<file path="src/sv/json_byte_tokenizer_defines.svh">
// Assertion macros shared by the JSON byte tokenizer RTL.
// Define ASSERT_OFF to compile every check out; no other dependencies.
`ifndef JSON_BYTE_TOKENIZER_DEFINES_SVH
`define JSON_BYTE_TOKENIZER_DEFINES_SVH

`ifndef ASSERT_OFF
// clocked check, masked while reset is asserted
`define JBT_ASSERT(lbl, clk, rstn, prop, msg) \
	lbl: assert property (@(posedge clk) disable iff (!rstn) prop) else $error(msg);
// clocked check that also holds during reset
`define JBT_ASSERT_ALWAYS(lbl, clk, prop, msg) \
	lbl: assert property (@(posedge clk) prop) else $error(msg);
`else
`define JBT_ASSERT(lbl, clk, rstn, prop, msg)
`define JBT_ASSERT_ALWAYS(lbl, clk, prop, msg)
`endif

`endif

</file>
<file path="src/sv/jbt_pkg.sv">
// Types, codes and keyword tables for the JSON byte tokenizer.
// No dependencies; imported by json_byte_tokenizer.
package jbt_pkg;

	localparam int OFFSET_BITS_DEF = 16;
	localparam int OUT_DATA_BITS   = 72;
	localparam int FIFO_DEPTH      = 4;

	// input item kinds
	localparam logic REQ_DATA = 1'b0;
	localparam logic REQ_END  = 1'b1;

	typedef enum logic [3:0] {
		TOK_END      = 4'd0,
		TOK_LBRACE   = 4'd1,
		TOK_RBRACE   = 4'd2,
		TOK_LBRACKET = 4'd3,
		TOK_RBRACKET = 4'd4,
		TOK_COLON    = 4'd5,
		TOK_COMMA    = 4'd6,
		TOK_STRING   = 4'd7,
		TOK_NUMBER   = 4'd8,
		TOK_TRUE     = 4'd9,
		TOK_FALSE    = 4'd10,
		TOK_NULL     = 4'd11
	} tok_kind_t;

	typedef enum logic [1:0] {
		ST_OK        = 2'd0,
		ST_MALFORMED = 2'd1,
		ST_UNTERM    = 2'd2,
		ST_TOO_LONG  = 2'd3
	} tok_status_t;

	typedef enum logic [2:0] {
		MODE_IDLE    = 3'd0,
		MODE_STR     = 3'd1,
		MODE_ESC     = 3'd2,
		MODE_SIGN    = 3'd3,
		MODE_DIG     = 3'd4,
		MODE_KW      = 3'd5,
		MODE_DISCARD = 3'd6
	} lex_mode_t;

	// keyword selector
	localparam logic [1:0] KW_TRUE  = 2'd0;
	localparam logic [1:0] KW_FALSE = 2'd1;
	localparam logic [1:0] KW_NULL  = 2'd2;

	typedef struct packed {
		tok_kind_t          kind;
		tok_status_t        status;
		logic [15:0]        string_start;
		logic [15:0]        string_length;
		logic signed [31:0] number_value;
		logic               last;
	} jbt_result_t;

	// letters in each keyword
	function automatic logic [2:0] kw_len(input logic [1:0] sel);
		logic [2:0] len;
		case (sel)
			KW_TRUE:  len = 3'd4;
			KW_FALSE: len = 3'd5;
			KW_NULL:  len = 3'd4;
			default:  len = 3'd0;
		endcase
		return len;
	endfunction

	// letter idx of keyword sel
	function automatic logic [7:0] kw_char(input logic [1:0] sel, input logic [2:0] idx);
		logic [7:0] ch;
		ch = 8'h00;
		case (sel)
			KW_TRUE: begin
				case (idx)
					3'd0:    ch = "t";
					3'd1:    ch = "r";
					3'd2:    ch = "u";
					3'd3:    ch = "e";
					default: ch = 8'h00;
				endcase
			end
			KW_FALSE: begin
				case (idx)
					3'd0:    ch = "f";
					3'd1:    ch = "a";
					3'd2:    ch = "l";
					3'd3:    ch = "s";
					3'd4:    ch = "e";
					default: ch = 8'h00;
				endcase
			end
			KW_NULL: begin
				case (idx)
					3'd0:    ch = "n";
					3'd1:    ch = "u";
					3'd2:    ch = "l";
					3'd3:    ch = "l";
					default: ch = 8'h00;
				endcase
			end
			default: ch = 8'h00;
		endcase
		return ch;
	endfunction

	function automatic tok_kind_t kw_kind(input logic [1:0] sel);
		tok_kind_t k;
		case (sel)
			KW_TRUE:  k = TOK_TRUE;
			KW_FALSE: k = TOK_FALSE;
			default:  k = TOK_NULL;
		endcase
		return k;
	endfunction

endpackage

</file>
<file path="src/sv/json_byte_tokenizer.sv">
// Streaming JSON lexer, top level: input register, one lexing stage, result queue.
// Depends on jbt_pkg and json_byte_tokenizer_defines.svh.
//
// One input transfer per clock while not stalled: a data byte (tuser 0) or an end-of-buffer
// mark (tuser 1). Each item is registered, then lexed against the offset, mode, keyword,
// number and string registers; its results (none, one or two) enter a four-entry result
// queue, from which they are offered on the output. While m_axis_tready is high the output
// side drains one result per cycle, which sets the sustained rate: one item per cycle while
// items give at most one result each, and one more output transfer for each item that gives
// two (a byte that ends a number and then makes its own token or error, or an end mark after
// a pending token). The input stalls only while fewer than two queue entries are free.
`include "json_byte_tokenizer_defines.svh"

module json_byte_tokenizer
	import jbt_pkg::*;
#(
	parameter int OFFSET_BITS = OFFSET_BITS_DEF
) (
	input  logic                     clk,
	input  logic                     arst_n,
	input  logic                     s_axis_tvalid,
	output logic                     s_axis_tready,
	input  logic [7:0]               s_axis_tdata,  // [7:0] data_byte
	input  logic [0:0]               s_axis_tuser,  // [0] req_type
	output logic                     m_axis_tvalid,
	input  logic                     m_axis_tready,
	// [1:0] status, [17:2] string_start, [33:18] string_length,
	// [65:34] number_value, [71:66] zero
	output logic [OUT_DATA_BITS-1:0] m_axis_tdata,
	output logic [3:0]               m_axis_tuser,  // [3:0] token_kind
	output logic                     m_axis_tlast   // last_of_run
);

	localparam logic [OFFSET_BITS-1:0] OFFSET_MAX = '1;
	localparam logic [OFFSET_BITS-1:0] OFFSET_ONE = OFFSET_BITS'(1);
	localparam logic [7:0]             CH_CR      = 8'h0D;

	// input stage
	logic       s1_valid_q;
	logic       s1_req_q;
	logic [7:0] s1_byte_q;
	logic       s1_adv;

	// lexer state
	logic [OFFSET_BITS-1:0] offset_q, offset_n;
	lex_mode_t              mode_q, mode_n;
	logic [1:0]             kw_sel_q, kw_sel_n;
	logic [2:0]             kw_idx_q, kw_idx_n;
	logic [31:0]            acc_q, acc_n;
	logic                   neg_q, neg_n;
	logic [15:0]            hstart_q, hstart_n;
	logic [15:0]            hlen_q, hlen_n;

	// result queue
	jbt_result_t fifo_q [FIFO_DEPTH];
	logic [1:0]  wr_ptr_q, rd_ptr_q;
	logic [2:0]  count_q;
	logic        pop;

	// lexing results of the current item
	logic        e0_v, e1_v;
	tok_kind_t   e0_k, e1_k;
	tok_status_t e0_s, e1_s;
	logic [1:0]  push_n;
	jbt_result_t res0, res1;

	// combinational helpers
	logic [7:0]             b;
	logic                   is_digit;
	logic [OFFSET_BITS-1:0] off_inc;
	logic [OFFSET_BITS+15:0] off_inc_ext;
	logic                   do_idle;
	logic                   idl_emit;
	tok_kind_t              idl_kind;
	tok_status_t            idl_stat;
	logic                   kw_match;
	logic [31:0]            acc_x10;
	logic [15:0]            hlen_inc;

	// check helpers
	logic                   end_adv;
	logic                   data_adv;
	logic                   in_discard;

	// input register stage: advances once the queue can take two results
	assign s1_adv        = s1_valid_q && (count_q <= 3'(FIFO_DEPTH - 2));
	assign s_axis_tready = !s1_valid_q || s1_adv;

	always_ff @(posedge clk or negedge arst_n) begin
		if (!arst_n) begin
			s1_valid_q <= 1'b0;
		end else if (s_axis_tready) begin
			s1_valid_q <= s_axis_tvalid;
		end
	end

	always_ff @(posedge clk) begin
		if (s_axis_tready && s_axis_tvalid) begin
			s1_req_q  <= s_axis_tuser[0];
			s1_byte_q <= s_axis_tdata;
		end
	end

	// byte decode shared by the lexing paths
	assign b           = s1_byte_q;
	assign is_digit    = b inside {["0":"9"]};
	assign off_inc     = offset_q + OFFSET_ONE;
	assign off_inc_ext = {16'h0000, off_inc};
	assign acc_x10     = {acc_q[28:0], 3'b000} + {acc_q[30:0], 1'b0} + {28'h0, b[3:0]};
	assign hlen_inc    = (hlen_q != 16'hFFFF) ? hlen_q + 16'd1 : hlen_q;
	assign kw_match    = (kw_idx_q < kw_len(kw_sel_q)) && (b == kw_char(kw_sel_q, kw_idx_q));

	// next state and results for the item in the input stage
	always_comb begin
		offset_n = offset_q;
		mode_n   = mode_q;
		kw_sel_n = kw_sel_q;
		kw_idx_n = kw_idx_q;
		acc_n    = acc_q;
		neg_n    = neg_q;
		hstart_n = hstart_q;
		hlen_n   = hlen_q;
		e0_v     = 1'b0;
		e0_k     = TOK_END;
		e0_s     = ST_OK;
		e1_v     = 1'b0;
		e1_k     = TOK_END;
		e1_s     = ST_OK;
		do_idle  = 1'b0;
		idl_emit = 1'b0;
		idl_kind = TOK_END;
		idl_stat = ST_OK;

		if (s1_req_q == REQ_DATA) begin
			if (mode_q == MODE_DISCARD || !(mode_q inside {MODE_IDLE, MODE_STR, MODE_ESC,
					MODE_SIGN, MODE_DIG, MODE_KW})) begin
				mode_n = MODE_DISCARD;
			end else if (offset_q == OFFSET_MAX) begin
				e0_v   = 1'b1;
				e0_s   = ST_TOO_LONG;
				mode_n = MODE_DISCARD;
			end else begin
				case (mode_q)
					MODE_IDLE: begin
						do_idle = 1'b1;
					end
					MODE_STR: begin
						if (b == "\"") begin
							e0_v   = 1'b1;
							e0_k   = TOK_STRING;
							mode_n = MODE_IDLE;
						end else begin
							hlen_n = hlen_inc;
							if (b == "\\") begin
								mode_n = MODE_ESC;
							end
						end
					end
					MODE_ESC: begin
						hlen_n = hlen_inc;
						mode_n = MODE_STR;
					end
					MODE_SIGN, MODE_DIG: begin
						if (is_digit) begin
							acc_n  = acc_x10;
							mode_n = MODE_DIG;
						end else if (mode_q == MODE_SIGN) begin
							e0_v   = 1'b1;
							e0_s   = ST_MALFORMED;
							mode_n = MODE_DISCARD;
						end else begin
							// number ends; the byte is lexed again from idle
							e0_v    = 1'b1;
							e0_k    = TOK_NUMBER;
							mode_n  = MODE_IDLE;
							do_idle = 1'b1;
						end
					end
					MODE_KW: begin
						if (kw_match) begin
							kw_idx_n = kw_idx_q + 3'd1;
							if (kw_idx_q + 3'd1 == kw_len(kw_sel_q)) begin
								e0_v   = 1'b1;
								e0_k   = kw_kind(kw_sel_q);
								mode_n = MODE_IDLE;
							end
						end else begin
							e0_v   = 1'b1;
							e0_s   = ST_MALFORMED;
							mode_n = MODE_DISCARD;
						end
					end
					default: begin
						mode_n = MODE_DISCARD;
					end
				endcase
			end

			// idle-mode lexing of the byte
			if (do_idle) begin
				case (b)
					"{": begin idl_emit = 1'b1; idl_kind = TOK_LBRACE;   end
					"}": begin idl_emit = 1'b1; idl_kind = TOK_RBRACE;   end
					"[": begin idl_emit = 1'b1; idl_kind = TOK_LBRACKET; end
					"]": begin idl_emit = 1'b1; idl_kind = TOK_RBRACKET; end
					":": begin idl_emit = 1'b1; idl_kind = TOK_COLON;    end
					",": begin idl_emit = 1'b1; idl_kind = TOK_COMMA;    end
					" ", "\t", CH_CR, "\n": begin
					end
					"\"": begin
						hstart_n = off_inc_ext[15:0];
						hlen_n   = 16'd0;
						mode_n   = MODE_STR;
					end
					"t", "f", "n": begin
						kw_sel_n = (b == "t") ? KW_TRUE : ((b == "f") ? KW_FALSE : KW_NULL);
						kw_idx_n = 3'd1;
						mode_n   = MODE_KW;
					end
					"-": begin
						acc_n  = 32'd0;
						neg_n  = 1'b1;
						mode_n = MODE_SIGN;
					end
					default: begin
						if (is_digit) begin
							acc_n  = {28'h0, b[3:0]};
							neg_n  = 1'b0;
							mode_n = MODE_DIG;
						end else begin
							idl_emit = 1'b1;
							idl_stat = ST_MALFORMED;
							mode_n   = MODE_DISCARD;
						end
					end
				endcase
				if (idl_emit) begin
					if (e0_v) begin
						e1_v = 1'b1;
						e1_k = idl_kind;
						e1_s = idl_stat;
					end else begin
						e0_v = 1'b1;
						e0_k = idl_kind;
						e0_s = idl_stat;
					end
				end
			end

			if (offset_q != OFFSET_MAX) begin
				offset_n = off_inc;
			end
		end else begin
			// end of buffer: close any pending token, then the end token
			case (mode_q)
				MODE_STR: begin
					e0_v = 1'b1;
					e0_s = ST_UNTERM;
				end
				MODE_ESC, MODE_SIGN, MODE_KW: begin
					e0_v = 1'b1;
					e0_s = ST_MALFORMED;
				end
				MODE_DIG: begin
					e0_v = 1'b1;
					e0_k = TOK_NUMBER;
				end
				default: begin
				end
			endcase
			if (e0_v) begin
				e1_v = 1'b1;
			end else begin
				e0_v = 1'b1;
			end
			offset_n = '0;
			mode_n   = MODE_IDLE;
			kw_sel_n = 2'd0;
			kw_idx_n = 3'd0;
		end
	end

	// result records; values are those held before this item
	always_comb begin
		res0.kind          = e0_k;
		res0.status        = e0_s;
		res0.string_start  = hstart_q;
		res0.string_length = hlen_q;
		res0.number_value  = neg_q ? (32'd0 - acc_q) : acc_q;
		res0.last          = !e1_v;
		res1               = res0;
		res1.kind          = e1_k;
		res1.status        = e1_s;
		res1.last          = 1'b1;
	end

	assign push_n = s1_adv ? ({1'b0, e0_v} + {1'b0, e1_v}) : 2'd0;

	// lexer state registers
	always_ff @(posedge clk or negedge arst_n) begin
		if (!arst_n) begin
			offset_q <= '0;
			mode_q   <= MODE_IDLE;
			kw_sel_q <= 2'd0;
			kw_idx_q <= 3'd0;
			acc_q    <= 32'd0;
			neg_q    <= 1'b0;
			hstart_q <= 16'd0;
			hlen_q   <= 16'd0;
		end else if (s1_adv) begin
			offset_q <= offset_n;
			mode_q   <= mode_n;
			kw_sel_q <= kw_sel_n;
			kw_idx_q <= kw_idx_n;
			acc_q    <= acc_n;
			neg_q    <= neg_n;
			hstart_q <= hstart_n;
			hlen_q   <= hlen_n;
		end
	end

	// result queue pointers
	assign pop = m_axis_tvalid && m_axis_tready;

	always_ff @(posedge clk or negedge arst_n) begin
		if (!arst_n) begin
			wr_ptr_q <= 2'd0;
			rd_ptr_q <= 2'd0;
			count_q  <= 3'd0;
		end else begin
			wr_ptr_q <= wr_ptr_q + push_n;
			rd_ptr_q <= rd_ptr_q + {1'b0, pop};
			count_q  <= count_q + {1'b0, push_n} - {2'b00, pop};
		end
	end

	// result queue storage
	always_ff @(posedge clk) begin
		if (push_n != 2'd0) begin
			fifo_q[wr_ptr_q] <= res0;
		end
		if (push_n == 2'd2) begin
			fifo_q[wr_ptr_q + 2'd1] <= res1;
		end
	end

	// output transfer
	assign m_axis_tvalid = (count_q != 3'd0);
	assign m_axis_tuser  = fifo_q[rd_ptr_q].kind;
	assign m_axis_tlast  = fifo_q[rd_ptr_q].last;
	assign m_axis_tdata  = {6'b000000,
		fifo_q[rd_ptr_q].number_value,
		fifo_q[rd_ptr_q].string_length,
		fifo_q[rd_ptr_q].string_start,
		fifo_q[rd_ptr_q].status};

	// checks
	assign end_adv    = s1_adv && (s1_req_q == REQ_END);
	assign data_adv   = s1_adv && (s1_req_q == REQ_DATA);
	assign in_discard = (mode_q == MODE_DISCARD);

	`JBT_ASSERT(a_fifo_bound, clk, arst_n, count_q <= 3'(FIFO_DEPTH), "result queue overflow")
	`JBT_ASSERT(a_end_resets, clk, arst_n, end_adv |=> (in_discard == 1'b0 && mode_q == MODE_IDLE && offset_q == '0), "no reset at end")
	`JBT_ASSERT(a_discard_sticky, clk, arst_n, (in_discard && !end_adv) |=> in_discard, "discard left early")
	`JBT_ASSERT(a_offset_sat, clk, arst_n, (data_adv && offset_q == OFFSET_MAX) |=> (offset_q == OFFSET_MAX), "offset moved")

endmodule
</file>
<file path="config.mk">
export PLATFORM = sky130hd
export DESIGN_NAME = json_byte_tokenizer
export DESIGN_NICKNAME = d
export VERILOG_FILES = /design/src/sv/jbt_pkg.sv /design/src/sv/json_byte_tokenizer.sv
export VERILOG_INCLUDE_DIRS = /design/src /design/src/sv
export SDC_FILE = /design/constraint.sdc
export NUM_CORES = 1
export LEC_CHECK = 0
export ABC_AREA = 1
export ABC_CLOCK_PERIOD_IN_PS = 5200
export BUFFER_PORTS_ARGS = -buffer_cell sky130_fd_sc_hd__buf_2
export CORE_ASPECT_RATIO = 0.75
export CORE_MARGIN = 8
export CORE_UTILIZATION = 63
export DETAILED_ROUTE_END_ITERATION = 16
export GPL_TIMING_DRIVEN = 1
export PLACE_DENSITY_LB_ADDON = 0.05
export SYNTH_ARGS = -nofsm -noshare
export SYNTH_HDL_FRONTEND = slang
export SYNTH_SLANG_ARGS = --single-unit
</file>
<file path="constraint.sdc">
create_clock -name clk -period 5.2 [get_ports clk]
set_input_delay 1.04 -clock clk [delete_from_list [all_inputs] [get_ports clk]]
set_output_delay 1.04 -clock clk [all_outputs]
set_load 0.005 [all_outputs]
</file>
==> insert_results.sql <==
INSERT INTO impl_metrics (metric_group, metric, value, unit) VALUES
('setup_path', 'cp_max_fo', '31', ''),
('clocking', 'tritoncts.num_buffers', '40', ''),
('setup_path', 'crit_slowest_cell', 'sky130_fd_sc_hd__dfrtp_1', ''),
('logic_synthesis', 'synth.avg_cell_area', '8.852', 'um2'),
('grt', 'grt_antenna_before_repair', '0', ''),
('grt', 'grt_pass1_vias', '16518', ''),
('setup_path', 'cp.required', '5490', 'ps'),
('logic_synthesis', 'synth_simple_gate_area_share', '20.48', '%'),
('timing', 'holdWs', '452.3', 'ps'),
('placed_design', 'postPlaceCellArea', '0.02220', 'mm2'),
('clocking', 'cts-htree-levels', '2', ''),
('setup_path', 'reg2regPathDepth', '24', ''),
('layout', 'fill_cells', '2683', ''),
('route', 'dr.first_iter.drc_count', '1795', ''),
('die', 'floorplan_row_count', '58', ''),
('route', 'drt_drc_violations_left', '0', ''),
('route', 'post_drt_wl_per_cell', '19.03', 'um'),
('logic_synthesis', 'synth-adder-area-share', '4.605', '%'),
('setup_path', 'timing.critical_path.to', 'fifo_q[0][14]$_DFFE_PP_', ''),
('setup_path', 'cp_cell_sequence', 'inv_1 > ha_1 > nand2_1 > nand3_1 > nand2_1 > nand3_1 > nand2_1 > nor2_2 > nand2_2 > nor2_4 > nand3_4 > nand2_4 > nand3_4 > or3_1 > ha_1 > inv_1 > nor2_2 > nor2_1 > inv_1 > nand2_1 > nand2_4 > inv_2 > buf_4 > nor2_1', ''),
('logic_synthesis', 'fraction_of_the_mapped_netlist_area_in_compound_gates', '13.88', '%'),
('layout', 'postLayoutCellArea', '0.02368', 'mm2'),
('die', 'floorplan.initialDensity', '63.86', '%'),
('route', 'drt-total-wl', '56.26', 'mm'),
('clocking', 'tritoncts', 'yes', ''),
('clocking', 'cts_post_setup_buffers_inserted', '0', ''),
('timing', 'report.final.hold_viol_count', '0', ''),
('die', 'fp.dieH', '175.7', 'um'),
('pwr', 'powerDensity', '559.0', 'mW/mm2'),
('die', 'design.portCount', '92', ''),
('placed_design', 'dpl.hpwl', '37.90', 'mm'),
('clocking', 'clock_tree.root_cell', 'sky130_fd_sc_hd__clkbuf_16', ''),
('worst_hold_path', 'hold_path.class', 'reg -> reg', ''),
('layout', 'post-route-util', '70.63', '%'),
('run_status', 'outcome', 'complete, no violations', ''),
('timing', 'tightestPinTransition', '1135', 'ps'),
('route', 'avgViaCountPerCell', '5.879', ''),
('setup_path', 'crit_path_frequent_cell', 'sky130_fd_sc_hd__nand2_1', ''),
('setup_path', 'criticalPathCategory', 'reg -> reg', ''),
('clocking', 'cts_sinks', '390', ''),
('setup_path', 'worst_setup_path_start_kind', 'flip-flop', ''),
('pwr', 'sequentialPowerShare', '35.5', '%'),
('timing', 'finalWorstPathRequiredPeriod', '4411', 'ps'),
('logic_synthesis', 'ys_seq_area_share', '51.87', '%'),
('timing', 'max_freq', '0.2267', 'GHz'),
('pwr', 'ir_worst_vdd', '536.4', 'uV'),
('setup_path', 'crit_path_max_incr_delay', '410', 'ps'),
('clocking', 'clk-insertion-delay-late', '560', 'ps'),
('die', 'placeableCoreArea', '0.03353', 'mm2'),
('logic_synthesis', 'netlist_area', '0.02141', 'mm2'),
('layout', 'final_layout_size_suffix_gt1_share', '11.89', '%'),
('pwr', 'total_leakage_power', '9.475', 'nW'),
('grt', 'grt_first_pass_wirelength', '89.61', 'mm'),
('timing', 'maxSlewHeadroom', '24.33', '%'),
('logic_synthesis', 'post_synth_mux_area_share', '0.04675', '%'),
('logic_synthesis', 'synth_xor_xnor_area_share', '2.612', '%'),
('logic_synthesis', 'synth_edf_count', '281', ''),
('layout', 'finish.cell_count_without_fillers', '2956', ''),
('clocking', 'cts_hold_buf', '0', ''),
('placed_design', 'port_buffers', '85', ''),
('placed_design', 'gp_congestion', '0.9120', ''),
('die', 'die_x_extent', '228.9', 'um'),
('layout', 'antenna_diode_count', '0', ''),
('route', 'vias', '17377', ''),
('die', 'overall_die_area', '0.04020', 'mm2'),
('logic_synthesis', 'asyncSetResetFlopFracSynth', '24.87', '%'),
('route', 'first_pass_iters', '6', ''),
('timing', 'timing.final.crit_share', '84.83', '%'),
('route', 'detail-route-antenna-nets', '0', ''),
('layout', 'flow.area_growth_from_synthesis', '10.59', '%'),
('setup_path', 'cp_data_arrival_time', '4700', 'ps');
-- sequential cells by signal, summed over array words and instances (netlist names), 3 cells and up --
| name | cells |
|---|---|
| acc_q | 32 |
| b | 8 |
| count_q | 3 |
| fifo_q | 284 |
| hlen_q | 16 |
| hstart_q | 16 |
| kw_idx_q | 3 |
| mode_q | 3 |
| offset_q | 16 |
-- metal layers --
metal	routed length (um)	up-vias	GRT usage, %
li1	-	8328	-
met1	25580	8258	40.48
met2	24810	715	42.14
met3	4855	76	5.127
met4	1017	0	5.754
met5	0	-	0
-- cells in the mapped netlist (all sizes together), types with 9 or more instances --
cell | instances | share of area (%)
o21ai | 293 | 6.9
clkbuf | 60 | 1.1
buf | 41 | 1.3
nor2 | 521 | 9.7
nand4 | 24 | 0.80
nand3 | 68 | 1.8
xor2 | 48 | 2.0
nor3 | 24 | 0.79
a21oi | 77 | 1.9
edfxtp | 281 | 39
a31oi | 9 | 0.26
nand2 | 365 | 6.8
o22ai | 99 | 2.9
dfxtp | 12 | 1.1
xnor2 | 15 | 0.61
dfrtp | 97 | 11
ha | 74 | 4.3
inv | 235 | 4.1
-- cells in the final DEF, fill, tap and decap left out, types with 12 or more instances in the layout --
cell                        count
sky130_fd_sc_hd__nand4_1       22
sky130_fd_sc_hd__buf_2         84
sky130_fd_sc_hd__nand2_1      337
sky130_fd_sc_hd__inv_1        210
sky130_fd_sc_hd__nor3_1        18
sky130_fd_sc_hd__nand3_1       64
sky130_fd_sc_hd__dfrtp_1       95
sky130_fd_sc_hd__edfxtp_1     281
sky130_fd_sc_hd__o22ai_1       99
sky130_fd_sc_hd__xor2_1        47
sky130_fd_sc_hd__o21ai_1       27
sky130_fd_sc_hd__dfxtp_1       12
sky130_fd_sc_hd__nor2_1       490
sky130_fd_sc_hd__nand2_2       20
sky130_fd_sc_hd__clkbuf_16     45
sky130_fd_sc_hd__xnor2_1       15
sky130_fd_sc_hd__nor2_2        19
sky130_fd_sc_hd__buf_4         20
sky130_fd_sc_hd__ha_1          74
sky130_fd_sc_hd__inv_2         24
sky130_fd_sc_hd__a21oi_1       70
sky130_fd_sc_hd__nor2_4        12
sky130_fd_sc_hd__o21ai_0      261
-- worst min path at each step --
| stage | start | to | slack (ps) | cells after the start |
|---|---|---|---|---|
| 4_1_cts | fifo_q[2][70]$_SDFFE_PP0N_ | fifo_q[2][70]$_SDFFE_PP0N_ | 460 | 2 |
| 5_1_grt | fifo_q[3][70]$_SDFFE_PP0P_ | fifo_q[3][70]$_SDFFE_PP0P_ | 460 | 2 |
| 2_1_floorplan | fifo_q[1][70]$_SDFFE_PP0N_ | fifo_q[1][70]$_SDFFE_PP0N_ | 420 | 2 |
| 6_report | fifo_q[2][70]$_SDFFE_PP0N_ | fifo_q[2][70]$_SDFFE_PP0N_ | 450 | 2 |
| 3_3_place_gp | fifo_q[2][70]$_SDFFE_PP0N_ | fifo_q[2][70]$_SDFFE_PP0N_ | 440 | 2 |
| 3_5_place_dp | fifo_q[2][70]$_SDFFE_PP0N_ | fifo_q[2][70]$_SDFFE_PP0N_ | 440 | 2 |
-- logic make-up (layout without fill, tap and decap cells) --
group | after synthesis | after routing
DFF | 390 | 390
xor gates and xnor gates | 63 | 63
adders and majority gates | 77 | 77
other | 1 | 6
buffers and inverters | 340 | 422
and+or+nand+nor | 1019 | 1019
muxes | 1 | 1
AOI/OAI and AO/OA | 528 | 528
-- final cells by class --
cell class                      instances  area, um2  share of cell area (%)
Tap cell                              450      563.0                   2.378
Clock inverter                         24      295.3                   1.247
Sequential cell                       390      11110                   46.92
Timing Repair Buffer                  109      670.6                   2.832
Clock buffer                           50       1185                   5.004
Multi-Input combinational cell       1694       8957                   37.83
Inverter                              239      898.4                   3.794
-- through the flow --
| step | worst slack (ps) | power [mW] |
|---|---|---|
| floorplan | 827.5 | 8.087 |
| global placement | 946.0 | 9.938 |
| detailed placement | 838.7 | 10.06 |
| CTS | 808.6 | 13.24 |
| global route | 406.3 | 13.97 |
| finish | 789.0 | 13.24 |
-- power groups by stage --
stage                     combinational (mW)  sequential (mW)  clock, mW
after global placement                  5.21             4.73          0
after floorplan                         3.46             4.62          0
final                                   5.36             4.70       3.17
after CTS                               5.35             4.70       3.20
after detailed placement                5.31             4.75          0
after global routing                    5.89             4.78       3.31
-- worst max-delay path: cells and delay by family (launching register included) --
family	cells	cell delay (ps)
flops	1	410
fa+ha+maj	2	590
buf+inv	5	880
simple gates	17	2240
Note: power is estimated with default switching activity, not from simulation.
